`config.mk`:
```
export PLATFORM = sky130hd
export DESIGN_NAME = letter_multiset_subword_check
export DESIGN_NICKNAME = d
export VERILOG_FILES = /design/src/lmsc_pkg.sv /design/src/lmsc_ram.sv /design/src/lmsc_tally.sv /design/src/lmsc_result_fifo.sv /design/src/letter_multiset_subword_check.sv
export SDC_FILE = /design/constraint.sdc
export NUM_CORES = 2
export LEC_CHECK = 0
export BUFFER_PORTS_ARGS = -buffer_cell sky130_fd_sc_hd__buf_4
export CAP_MARGIN = 20
export CORE_ASPECT_RATIO = 0.9
export CORE_MARGIN = 2
export CORE_UTILIZATION = 40
export DETAILED_ROUTE_END_ITERATION = 16
export GPL_TIMING_DRIVEN = 1
export SLEW_MARGIN = 40
export SYNTH_ARGS = -nofsm -noshare
export SYNTH_HDL_FRONTEND = slang
export SYNTH_SLANG_ARGS = --single-unit
```
`constraint.sdc`:
```
create_clock -name clk -period 33.5 [get_ports clk]
set_input_delay 6.7 -clock clk [delete_from_list [all_inputs] [get_ports clk]]
set_output_delay 6.7 -clock clk [all_outputs]
set_load 0.03 [all_outputs]
```
`src/lmsc_pkg.sv`:
```
// Types, constants and helpers for the letter multiset subword check
package lmsc_pkg;

  // Default longest word kept as base
  localparam int MAX_WORD_LEN_DEF = 32;

  // Letter alphabet is the full byte range; counts saturate at 63
  localparam int ALPHA_N = 256;
  localparam int ALPHA_W = 8;
  localparam int CNT_W   = 6;
  localparam logic [CNT_W-1:0] CNT_MAX = '1;

  // Result field width and depth of the result queue
  localparam int LEN_OUT_W = 6;
  localparam int RES_DEPTH = 3;

  // Word kinds on the func field
  localparam logic FUNC_BASE = 1'b0;
  localparam logic FUNC_CAND = 1'b1;

  typedef enum logic [1:0] {
    VERDICT_ACCEPT = 2'd0,
    VERDICT_LONGER = 2'd1,
    VERDICT_SAME   = 2'd2,
    VERDICT_SHORT  = 2'd3
  } verdict_t;

  typedef struct packed {
    logic               func;
    logic [ALPHA_W-1:0] letter;
    logic               first;
    logic               last;
  } item_t;

  typedef struct packed {
    verdict_t             verdict;
    logic [LEN_OUT_W-1:0] candidate_length;
  } result_t;

  // Per-letter control from the update stage to one count table
  typedef struct packed {
    logic clear;
    logic write;
  } tally_ctl_t;

  // A-Z map to a-z, every other byte is kept
  function automatic logic [ALPHA_W-1:0] fold_case(input logic [ALPHA_W-1:0] c);
    logic [ALPHA_W-1:0] r;
    r = c;
    if (c inside {[8'd65:8'd90]}) begin
      r = c + 8'd32;
    end
    return r;
  endfunction

  // Count increment that sticks at the top
  function automatic logic [CNT_W-1:0] sat_inc(input logic [CNT_W-1:0] x);
    logic [CNT_W-1:0] r;
    r = (x == CNT_MAX) ? x : x + 1'b1;
    return r;
  endfunction

endpackage

```
`src/lmsc_ram.sv`:
```
// Generic single-write, single-read RAM with registered read data
module lmsc_ram #(
  parameter int WIDTH = 8,
  parameter int DEPTH = 32
) (
  input  logic                     clk,
  input  logic                     we,
  input  logic [$clog2(DEPTH)-1:0] waddr,
  input  logic [WIDTH-1:0]         wdata,
  input  logic                     re,
  input  logic [$clog2(DEPTH)-1:0] raddr,
  output logic [WIDTH-1:0]         rdata
);

  logic [WIDTH-1:0] mem [DEPTH];

  // Read returns the old contents when both ports hit one entry
  always_ff @(posedge clk) begin
    if (we) begin
      mem[waddr] <= wdata;
    end
    if (re) begin
      rdata <= mem[raddr];
    end
  end

endmodule

```
`src/lmsc_tally.sv`:
```
// One letter count table: RAM, presence bits for word clears, write forwarding
module lmsc_tally
  import lmsc_pkg::*;
(
  input  logic               clk,
  input  logic               rst,
  input  logic               rd_en,
  input  logic [ALPHA_W-1:0] rd_addr,
  input  logic [ALPHA_W-1:0] addr,
  input  tally_ctl_t         ctl,
  input  logic [CNT_W-1:0]   wr_data,
  output logic [CNT_W-1:0]   count
);

  logic [CNT_W-1:0]   ram_q;
  logic [ALPHA_N-1:0] present;
  logic [ALPHA_N-1:0] present_next;
  logic               fwd_valid;
  logic [ALPHA_W-1:0] fwd_addr;
  logic [CNT_W-1:0]   fwd_data;
  logic               fwd_hit;

  lmsc_ram #(
    .WIDTH (CNT_W),
    .DEPTH (ALPHA_N)
  ) u_ram (
    .clk   (clk),
    .we    (ctl.write),
    .waddr (addr),
    .wdata (wr_data),
    .re    (rd_en),
    .raddr (rd_addr),
    .rdata (ram_q)
  );

  // Count seen by the word now in the update stage
  assign fwd_hit = fwd_valid && (fwd_addr == addr);

  always_comb begin
    if (ctl.clear || !present[addr]) begin
      count = '0;
    end else if (fwd_hit) begin
      count = fwd_data;
    end else begin
      count = ram_q;
    end
  end

  // Presence bits: a new word wipes them all at once
  always_comb begin
    present_next = ctl.clear ? '0 : present;
    if (ctl.write) begin
      present_next[addr] = 1'b1;
    end
  end

  always_ff @(posedge clk) begin
    if (rst) begin
      present   <= '0;
      fwd_valid <= 1'b0;
    end else begin
      present <= present_next;
      if (ctl.write) begin
        fwd_valid <= 1'b1;
      end
    end
  end

  // Last write, covers a read that met the write at the same edge
  always_ff @(posedge clk) begin
    if (ctl.write) begin
      fwd_addr <= addr;
      fwd_data <= wr_data;
    end
  end

endmodule

```
`src/lmsc_result_fifo.sv`:
```
// Small result queue between the update stage and the result port
module lmsc_result_fifo
  import lmsc_pkg::*;
(
  input  logic                           clk,
  input  logic                           rst,
  input  logic                           push,
  input  result_t                        push_data,
  input  logic                           pop_ready,
  output logic                           valid,
  output result_t                        data,
  output logic [$clog2(RES_DEPTH+1)-1:0] count
);

  localparam int PTR_W = $clog2(RES_DEPTH);
  localparam int CNT_BITS = $clog2(RES_DEPTH + 1);
  localparam logic [PTR_W-1:0] PTR_LAST = PTR_W'(RES_DEPTH - 1);

  result_t              slot [RES_DEPTH];
  logic [PTR_W-1:0]     wptr;
  logic [PTR_W-1:0]     rptr;
  logic                 pop;

  assign valid = (count != '0);
  assign data  = slot[rptr];
  assign pop   = valid && pop_ready;

  // Pointers wrap at the queue depth
  always_ff @(posedge clk) begin
    if (rst) begin
      wptr  <= '0;
      rptr  <= '0;
      count <= '0;
    end else begin
      if (push) begin
        wptr <= (wptr == PTR_LAST) ? '0 : wptr + 1'b1;
      end
      if (pop) begin
        rptr <= (rptr == PTR_LAST) ? '0 : rptr + 1'b1;
      end
      count <= count + CNT_BITS'(push) - CNT_BITS'(pop);
    end
  end

  always_ff @(posedge clk) begin
    if (push) begin
      slot[wptr] <= push_data;
    end
  end

endmodule

```
`src/letter_multiset_subword_check.sv`:
```
// Top level: letter multiset containment check against a stored base word
//
//  port group   dir  handshake                  carries
//  item         in   item_valid / item_ready      item_t: func, letter, first, last
//  result       out  result_valid / result_ready  result_t: verdict, candidate_length
//
// A new letter can be taken while the one before it is still in the update stage.
// The accept edge launches the count RAM and base text reads; the following cycle
// does the read-modify-write and pushes the verdict into the result queue.
// Reset clears the presence bits of both count tables at once: no clearing pass.
// item_ready falls only when the three-entry result queue plus a verdict in flight
// would leave no room for another verdict.
module letter_multiset_subword_check
  import lmsc_pkg::*;
#(
  parameter int MAX_WORD_LEN = MAX_WORD_LEN_DEF
) (
  input  logic    clk,
  input  logic    rst,
  input  logic    item_valid,
  output logic    item_ready,
  input  item_t   item,
  output logic    result_valid,
  input  logic    result_ready,
  output result_t result
);

  localparam int LEN_W  = $clog2(MAX_WORD_LEN + 2);
  localparam int TXT_AW = $clog2(MAX_WORD_LEN);
  localparam int QCNT_W = $clog2(RES_DEPTH + 1);
  localparam logic [LEN_W-1:0] MAX_LEN = LEN_W'(MAX_WORD_LEN);

  logic              accept;
  item_t             item_fold;
  logic              s1_valid;
  item_t             s1_item;

  logic [LEN_W-1:0]  base_len;
  logic [LEN_W-1:0]  base_len_next;
  logic [LEN_W-1:0]  word_len;
  logic [LEN_W-1:0]  word_len_next;
  logic              shortage;
  logic              shortage_next;
  logic              same;
  logic              same_next;

  logic              is_base;
  logic              is_cand;
  logic [LEN_W-1:0]  base_len_eff;
  logic [LEN_W-1:0]  word_len_eff;
  logic              base_take;
  tally_ctl_t        base_ctl;
  tally_ctl_t        word_ctl;
  logic [CNT_W-1:0]  base_cnt;
  logic [CNT_W-1:0]  word_cnt;
  logic [CNT_W-1:0]  base_cnt_new;
  logic [CNT_W-1:0]  word_cnt_new;

  logic [TXT_AW-1:0] txt_raddr;
  logic [TXT_AW-1:0] txt_waddr;
  logic [TXT_AW-1:0] txt_s1_addr;
  logic [ALPHA_W-1:0] txt_q;
  logic [ALPHA_W-1:0] txt_char;
  logic              txt_fwd_valid;
  logic [TXT_AW-1:0] txt_fwd_addr;
  logic [ALPHA_W-1:0] txt_fwd_data;

  logic              res_push;
  result_t           res_data;
  logic [QCNT_W-1:0] res_count;

  // Input side
  assign accept = item_valid && item_ready;

  always_comb begin
    item_fold        = item;
    item_fold.letter = fold_case(item.letter);
  end

  always_ff @(posedge clk) begin
    if (rst) begin
      s1_valid <= 1'b0;
    end else begin
      s1_valid <= accept;
    end
  end

  always_ff @(posedge clk) begin
    if (accept) begin
      s1_item <= item_fold;
    end
  end

  // Update stage decode
  assign is_base      = s1_valid && (s1_item.func == FUNC_BASE);
  assign is_cand      = s1_valid && (s1_item.func == FUNC_CAND);
  assign base_len_eff = (is_base && s1_item.first) ? '0 : base_len;
  assign word_len_eff = (is_cand && s1_item.first) ? '0 : word_len;
  assign base_take    = is_base && (base_len_eff < MAX_LEN);

  assign base_ctl.clear = is_base && s1_item.first;
  assign base_ctl.write = base_take;
  assign word_ctl.clear = is_cand && s1_item.first;
  assign word_ctl.write = is_cand;

  assign base_cnt_new = sat_inc(base_cnt);
  assign word_cnt_new = sat_inc(word_cnt);

  lmsc_tally u_base_tally (
    .clk     (clk),
    .rst     (rst),
    .rd_en   (accept),
    .rd_addr (item_fold.letter),
    .addr    (s1_item.letter),
    .ctl     (base_ctl),
    .wr_data (base_cnt_new),
    .count   (base_cnt)
  );

  lmsc_tally u_word_tally (
    .clk     (clk),
    .rst     (rst),
    .rd_en   (accept),
    .rd_addr (item_fold.letter),
    .addr    (s1_item.letter),
    .ctl     (word_ctl),
    .wr_data (word_cnt_new),
    .count   (word_cnt)
  );

  // Base text: written by base letters, read at the candidate's position
  assign txt_waddr   = TXT_AW'(base_len_eff);
  assign txt_s1_addr = TXT_AW'(word_len_eff);

  always_comb begin
    if (item.first || (word_len_next >= MAX_LEN)) begin
      txt_raddr = '0;
    end else begin
      txt_raddr = TXT_AW'(word_len_next);
    end
  end

  lmsc_ram #(
    .WIDTH (ALPHA_W),
    .DEPTH (MAX_WORD_LEN)
  ) u_text_ram (
    .clk   (clk),
    .we    (base_take),
    .waddr (txt_waddr),
    .wdata (s1_item.letter),
    .re    (accept),
    .raddr (txt_raddr),
    .rdata (txt_q)
  );

  assign txt_char = (txt_fwd_valid && (txt_fwd_addr == txt_s1_addr)) ? txt_fwd_data : txt_q;

  always_ff @(posedge clk) begin
    if (rst) begin
      txt_fwd_valid <= 1'b0;
    end else if (base_take) begin
      txt_fwd_valid <= 1'b1;
    end
  end

  always_ff @(posedge clk) begin
    if (base_take) begin
      txt_fwd_addr <= txt_waddr;
      txt_fwd_data <= s1_item.letter;
    end
  end

  // Word state next values
  always_comb begin
    base_len_next = base_len;
    word_len_next = word_len;
    shortage_next = shortage;
    same_next     = same;
    if (is_base) begin
      base_len_next = base_take ? base_len_eff + 1'b1 : base_len_eff;
    end
    if (is_cand) begin
      shortage_next = (!s1_item.first && shortage) || (word_cnt_new > base_cnt);
      same_next     = (s1_item.first || same) && (word_len_eff < base_len)
                      && (txt_char == s1_item.letter);
      word_len_next = (word_len_eff <= MAX_LEN) ? word_len_eff + 1'b1 : word_len_eff;
    end
  end

  always_ff @(posedge clk) begin
    if (rst) begin
      base_len <= '0;
      word_len <= '0;
      shortage <= 1'b0;
      same     <= 1'b0;
    end else begin
      base_len <= base_len_next;
      word_len <= word_len_next;
      shortage <= shortage_next;
      same     <= same_next;
    end
  end

  // Verdict on a candidate's last letter
  assign res_push = is_cand && s1_item.last;

  always_comb begin
    res_data.candidate_length = LEN_OUT_W'(word_len_next);
    if (word_len_next > base_len) begin
      res_data.verdict = VERDICT_LONGER;
    end else if (same_next && (word_len_next == base_len)) begin
      res_data.verdict = VERDICT_SAME;
    end else if (shortage_next) begin
      res_data.verdict = VERDICT_SHORT;
    end else begin
      res_data.verdict = VERDICT_ACCEPT;
    end
  end

  lmsc_result_fifo u_result_fifo (
    .clk       (clk),
    .rst       (rst),
    .push      (res_push),
    .push_data (res_data),
    .pop_ready (result_ready),
    .valid     (result_valid),
    .data      (result),
    .count     (res_count)
  );

  // Room for this word's verdict after one still in flight
  assign item_ready = ({1'b0, res_count} + (QCNT_W + 1)'(res_push))
                      < (QCNT_W + 1)'(RES_DEPTH);

endmodule

```
# Yosys cells after proc, flatten, opt, wreduce, memory -nomap -nowiden
# Memory sizes are Yosys's and may differ from the RTL's. A register that Yosys moved wholly into a read port is not among the register bits.
# Cells that the tools add are included.
totals:
  register_bits: 579
  mem_bits_rw: 3352
  in_bits: 15
  out_inout_bits: 10
  word_cells: 123
  mem_count: 4
memory_table:
  columns: ["memory", "depth", "width", "rd", "rd_clocked_by_memory_dff", "wr", "line_no", "rtl"]
  rows:
  - ["u_base_tally.u_ram.mem", 256, 6, 1, 1, 1, "lmsc_ram.sv:15", "logic [WIDTH-1:0] mem [DEPTH];"]
  - ["u_word_tally.u_ram.mem", 256, 6, 1, 1, 1, "lmsc_ram.sv:15", null]
  - ["u_text_ram.mem", 32, 8, 1, 1, 1, "lmsc_ram.sv:15", null]
  - ["u_result_fifo.slot", 3, 8, 1, 1, 1, "lmsc_result_fifo.sv:19", "result_t slot [RES_DEPTH];"]
op_classes:
  add_sub_neg: 10
  n_lt_le_gt_ge: 11
  eq_ne: 9
  mux: 39
  n_bitwise: 3
  n_reduce_logical: 26
op_table:
  columns: ["op", "n"]
  rows:
  - ["$mux 256", 4]
  - ["$or 256x256->256", 2]
  - ["$mux 6", 11]
  - ["$add 6x1->6 const B", 4]
  - ["$eq 8x8->1", 3]
  - ["$logic_and 1x1->1", 17]
  - ["$bmux 1 s8", 2]
  - ["$mux 8", 2]
  - ["$mux 2", 7]
  - ["$eq 6x6->1 const B", 2]
  - ["$gt 6x6->1", 2]
  - ["$mux 1", 11]
  - ["$lt 8x9->1 const B", 1]
  - ["$add 8x6->8 const B", 1]
  - ["$demux 1 s8", 1]
  - ["$ge 8x1->1 const B", 1]
  - ["$ge 8x7->1 const B", 1]
  - ["$le 8x7->1 const B", 1]
  - ["$eq 6x6->1", 1]
  - ["$ge 6x6->1 const B", 1]
  - ["$le 6x6->1 const B", 1]
  - ["$lt 6x6->1", 1]
  - ["$lt 6x6->1 const B", 1]
  - ["$eq 5x5->1", 1]
  - ["11 further kinds", 19]

# Longest topological paths before layout
logic_depth:
  depth_word: 13
  mapped_depth: 25
  mapped_depth_nobuf: 21

# Hierarchy
# Synthesis repeated with hierarchy kept, for this count alone.
hier_totals:
  cells_unflattened: 9129
  area_unflattened_um2: 157647.4
modules_own_cells:
  columns: ["mod", "instances", "cells_each", "area_each_um2", "seq_area_each_um2"]
  rows:
  - ["lmsc_ram (u_base_tally.u_ram ...)", 2, 2964, 60133.9, 46304.4]
  - ["lmsc_tally (u_word_tally)", 1, 1211, 11743.8, 5565.3]
  - ["lmsc_tally (u_base_tally)", 1, 1203, 11607.4, 5565.3]
  - ["lmsc_ram (u_text_ram)", 1, 417, 10133.5, 7927.6]
  - ["letter_multiset_subword_check", 1, 281, 2656.3, 1041.0]
  - ["lmsc_result_fifo", 1, 89, 1238.7, 880.8]

# Worst setup path before layout
# OpenSTA, ideal clock, no wires.
synth_path:
  path_kind: "flip-flop to flip-flop"
  from: "register s1_item[3] in the netlist's numbering"
  to: "memory u_result_fifo.slot[0][7] in the netlist's numbering (data pin)"
  setup_time_ps: 280
  arrival_time_ps: 16218
  required_time_ps: 33220
  path_slack_ps: 17002
  stages_incl_launch_ff: 25
  path_buffers: 4
  synth_period_minus_slack_ps: 16498
  path_cell_list: "edfxtp_1 -> buf_2 -> buf_4 -> buf_4 -> buf_2 -> mux4_2 -> nand2_1 -> a21oi_1 -> nor3_1 -> o221ai_1 -> o41ai_4 -> nor2_1 -> ha_1 -> nand3b_1 -> nand2b_1 -> o31ai_1 -> ha_1 -> nor2b_1 -> o21a_1 -> o21a_1 -> o21ai_0 -> nand2b_1 -> a21oi_1 -> a2bb2oi_1 -> o22ai_1"
synth_rtl:
  columns: ["item", "line_no", "rtl"]
  rows:
  - ["start: declaration", "letter_multiset_subword_check.sv:36", "item_t s1_item;"]
  - ["start signal: assignment", "letter_multiset_subword_check.sv:90", "s1_item <= item_fold;"]
  - ["end: declaration", "lmsc_result_fifo.sv:19", null]

# Worst setup path after layout
layout_path:
  from: "input port item[2] in the netlist's numbering"
  to: "register u_word_tally.u_ram.rdata[3] (read register of u_word_tally.u_ram.mem) (data pin)"
layout_via:
  elab_chain_cells: 3
  elab_cells_between_ends: 5
  cone_classes: "1 x add/sub; 2 x order compare; 1 x mux; 1 x reduce/logical"
layout_rtl:
  columns: ["item", "line_no", "rtl"]
  rows:
  - ["start: declaration", "letter_multiset_subword_check.sv:22", "input item_t item,"]
  - ["$ge 8x7->1 / $le 8x7->1 (equally long branches)", "lmsc_pkg.sv:50", "if (c inside {[8'd65:8'd90]}) begin"]
  - ["$logic_and 1x1->1", "lmsc_pkg.sv:50", null]
  - ["$mux 8 *", "lmsc_pkg.sv:50", null]
  - ["end: declaration", "lmsc_ram.sv:12", "output logic [WIDTH-1:0] rdata"]
# Mark *: on every way between the ends. The rest lies on a longest branch, timed or not.
# A chain may end at the register's enable or synchronous reset.

==> summary.txt <==
Run status
  – Run status: complete, no violations

Route
  – WL final: 431 mm
  – Pre-Repair DR Iteration Count: 6
  – DR DRC count: 0
  – DR vias: 82,767
  – Routed vias/inst: 5.93
  – DRT iter0 DRCs: 11,442
  – Final ANT Viol Nets: 0
  – Per-cell routed wire length: 30.9 um

Setup path
  – Crit path required time: 34.17 ns
  – Startpoint Class: primary input
  – CP peak stage delay: 0.69 ns
  – Worst Setup SP: item[2]
  – Crit path kind: primary input to register
  – Bufs and invs on worst path: 5
  – Worst path cell trace: buf_12, buf_6, buf_12, buf_16, buf_4, mux4_2, mux4_2, a211oi_1, nor2_1, o211ai_1, a21o_1, o22ai_1
  – Critical Path AT: 11.52 ns
  – CP Max Fanout: 64
  – Slowest-stage cell, CP: buf_4
  – Worst Setup EP: u_word_tally.u_ram.rdata[3]$_DFFE_PP_
  – Critical R2R Launch: s1_item[2]$_DFFE_PP_
  – FF-to-FF End: u_result_fifo.slot[1][7]$_DFFE_PP_
  – Flop2flop setup slack: 25.18 ns
  – Delay-heaviest family, CP: buffers and inverters
  – Reg2Reg Depth: 25
  – Number of cells on the critical path: 12
  – CP endpoint kind: register

Timing
  – Slew HR: 37.3%
  – Worst-Margin Slew: 0.940 ns
  – Final Max Tran Viols: 0
  – Part of the cycle the worst path needs: 32.4%
  – Highest clock rate: 92.1 MHz
  – Tmin final: 10.86 ns
  – Setup TNS: 0 ns
  – Max Clock Skew: 0.0688 ns
  – RSZ-0062 raised after global routing: no
  – Worst setup margin: 22.65 ns
  – Final hold vios: 0
  – Final setup violation count: 0

Logic synthesis
  – Synth async-reset ratio: 0%
  – Top post-synthesis cells by count: edfxtp_1, nor2_1, mux4_2
  – Post-synthesis sequential area ratio: 73.5%
  – Ys flop type: edfxtp_1
  – Gate count after technology mapping: 8,402
  – Count leader, synth: edfxtp_1
  – EDFF count, synth: 3,416
  – Ys Warns: 0
  – Syn_nets: 8,447
  – Top cell type's share of synthesized area: 66.5%
  – Post-Syn Area: 154,000 sq um
  – Top cells by area, synth: edfxtp_1, mux4_2, dfxtp_1
  – Count of different cell masters after synthesis: 79
  – Yosys reg bits: 3,953
  – Synth area leader: edfxtp_1
  – Post-synthesis average cell area: 18.4 sq um

Floorplanning
  – Die width: 659 um
  – Initial core utilization: 40.1%
  – Core Box Area: 384,000 sq um
  – Die area: 391,000 sq um
  – Die H: 593 um
  – I/O Pins: 25
  – Row cnt: 216

Global routing
  – Vias in the first global route: 81,727
  – Initial antenna violation count: 25
  – Met1 usage: 30.9%
  – GRT overflow: 0
  – First-pass GRT wire length: 610 mm
  – Largest net degree at the start of global routing: 210
  – GRT met2 Usage: 33.7%
  – Total track usage: 21.7%
  – Grt peak-use layer: met2
  – Met3 Usage GRT: 4.40%

Final layout
  – Share of cells above drive strength 1: 24.5%
  – Fin cells: 13,956
  – Fin area: 175,000 sq um
  – Synthesis-to-layout area growth: 13.4%
  – Final #Nets: 8,519

CTS
  – Setup bufs post-CTS: 0
  – Hold_buf cts: 0
  – Clk_lat worst skew: 0.97 ns
  – Reg clk slew, reported paths: 0.07 ns
  – CTS tree: built
  – Number of buffers created by CTS: 402
  – Max H-tree Level: 5
  – Max clock buf depth: 4
  – Root buffer cell: clkbuf_16
  – Post-CTS sizing: 0
  – CTS sink count: 3,953

Placement
  – GPL Wtd Cong: 0.846
  – Cell total after placement: 13,182
  – Worst slack, placed: 21.38 ns
  – DP HPWL: 259 mm
  – Post-Place Cell Area: 161,000 sq um
  – Port buffer count: 24

Power
  – Lkg Pwr: 55.5 nW
  – Peak VDD IR: 0.0451 mV
  – Cell Pwr Density: 61.2 nW/um^2

Hold path
  – Worst hold-check path type: register to register

Flow run
  – Max_cap viols: 0
-- tightest hold or removal path, delay by kind of cell (launching register included) --
family,cells,cell delay [ns]
DFF,1,0.31
and+or+nand+nor,1,0.05
AOI/OAI and AO/OA,1,0.05
-- sequential cells by signal, indices dropped and copies added, names as in the netlist, 8 cells and up, named ones only --
signal                  count
u_word_tally.present      256
u_base_tally.u_ram.mem   1536
u_word_tally.fwd_addr       8
u_base_tally.fwd_addr       8
u_text_ram.mem            256
u_base_tally.present      256
s1_item                    11
u_word_tally.u_ram.mem   1536
u_result_fifo.slot         24
u_text_ram.rdata            8
-- cell usage in the layout, fill, tap and decap left out, drive strengths merged, types with 12 or more instances in the layout --
cell type  count
edfxtp      3416
nor2        1121
mux4        1085
a21oi        620
clkbuf       555
dfxtp        537
nand2        348
buf          206
clkinv       147
mux2i        146
nand3         65
inv           51
o21ai         45
bufinv        40
a22oi         35
ha            30
nor2b         26
o22ai         25
xnor2         24
nor3          24
nand4         21
a31oi         17
o21bai        16
nand2b        15
o211ai        14
o221ai        12
and3          12
a311oi        12
mux2          12
and2          12
-- report_power, final --
part	switching [mW]	internal (mW)
Combinational	0.487	0.207
Sequential	0.00958	5.44
Clock	1.90	2.66
-- routing by layer --
layer | vias to the layer above | share of wire, %
met5 | - | 0.022
met3 | 731 | 9.7
li1 | 33604 | -
met4 | 14 | 3.3
met2 | 4236 | 46
met1 | 44182 | 41
-- cell families after synthesis --
logic type	Yosys count	synth area share, %
AO/OA/AOI/OAI	879	3.25
multiplexers	1243	16.9
flip-flops	3953	73.5
XOR/XNOR	31	0.176
AND/OR/NAND/NOR	1681	4.42
buffers and inverters	585	1.56
adder cells (fa/ha/maj)	30	0.243
-- final cells by class --
class / instances / area (sq um)
clock inverters: 204 / 2220
diodes: 6 / 15.0
flip-flops and latches: 3953 / 113000
inverters: 45 / 170
multi-input cells: 3864 / 39400
fillers: 32263 / 209000
repair buffers: 208 / 2210
clock buffers: 553 / 11200
well taps: 5123 / 6410
-- stage by stage --
stage / utilization (%) / total power, mW / hold WS (ns)
2_1_floorplan: - / 5.98 / 0.433
3_3_place_gp: 41.7 / 6.22 / 0.443
3_5_place_dp: 41.9 / 6.24 / 0.450
4_1_cts: 45.4 / 10.8 / 0.459
5_1_grt: 45.5 / 11.0 / 0.477
6_report: 45.5 / 10.7 / 0.464
-- worst min path at each step --
stage / start / slack [ns] / depth (start not counted) / end
final: u_base_tally.present[143]$_SDFF_PP0_ / 0.46 / 2 / u_base_tally.present[143]$_SDFF_PP0_
after global routing: u_base_tally.present[143]$_SDFF_PP0_ / 0.48 / 2 / u_base_tally.present[143]$_SDFF_PP0_
after CTS: u_base_tally.present[143]$_SDFF_PP0_ / 0.46 / 2 / u_base_tally.present[143]$_SDFF_PP0_
after detailed placement: u_base_tally.present[254]$_SDFF_PP0_ / 0.45 / 2 / u_base_tally.present[254]$_SDFF_PP0_
after global placement: u_base_tally.present[143]$_SDFF_PP0_ / 0.44 / 2 / u_base_tally.present[143]$_SDFF_PP0_
after floorplan: u_base_tally.present[254]$_SDFF_PP0_ / 0.43 / 2 / u_base_tally.present[254]$_SDFF_PP0_
No activity file was read; power rests on OpenSTA's default activity.
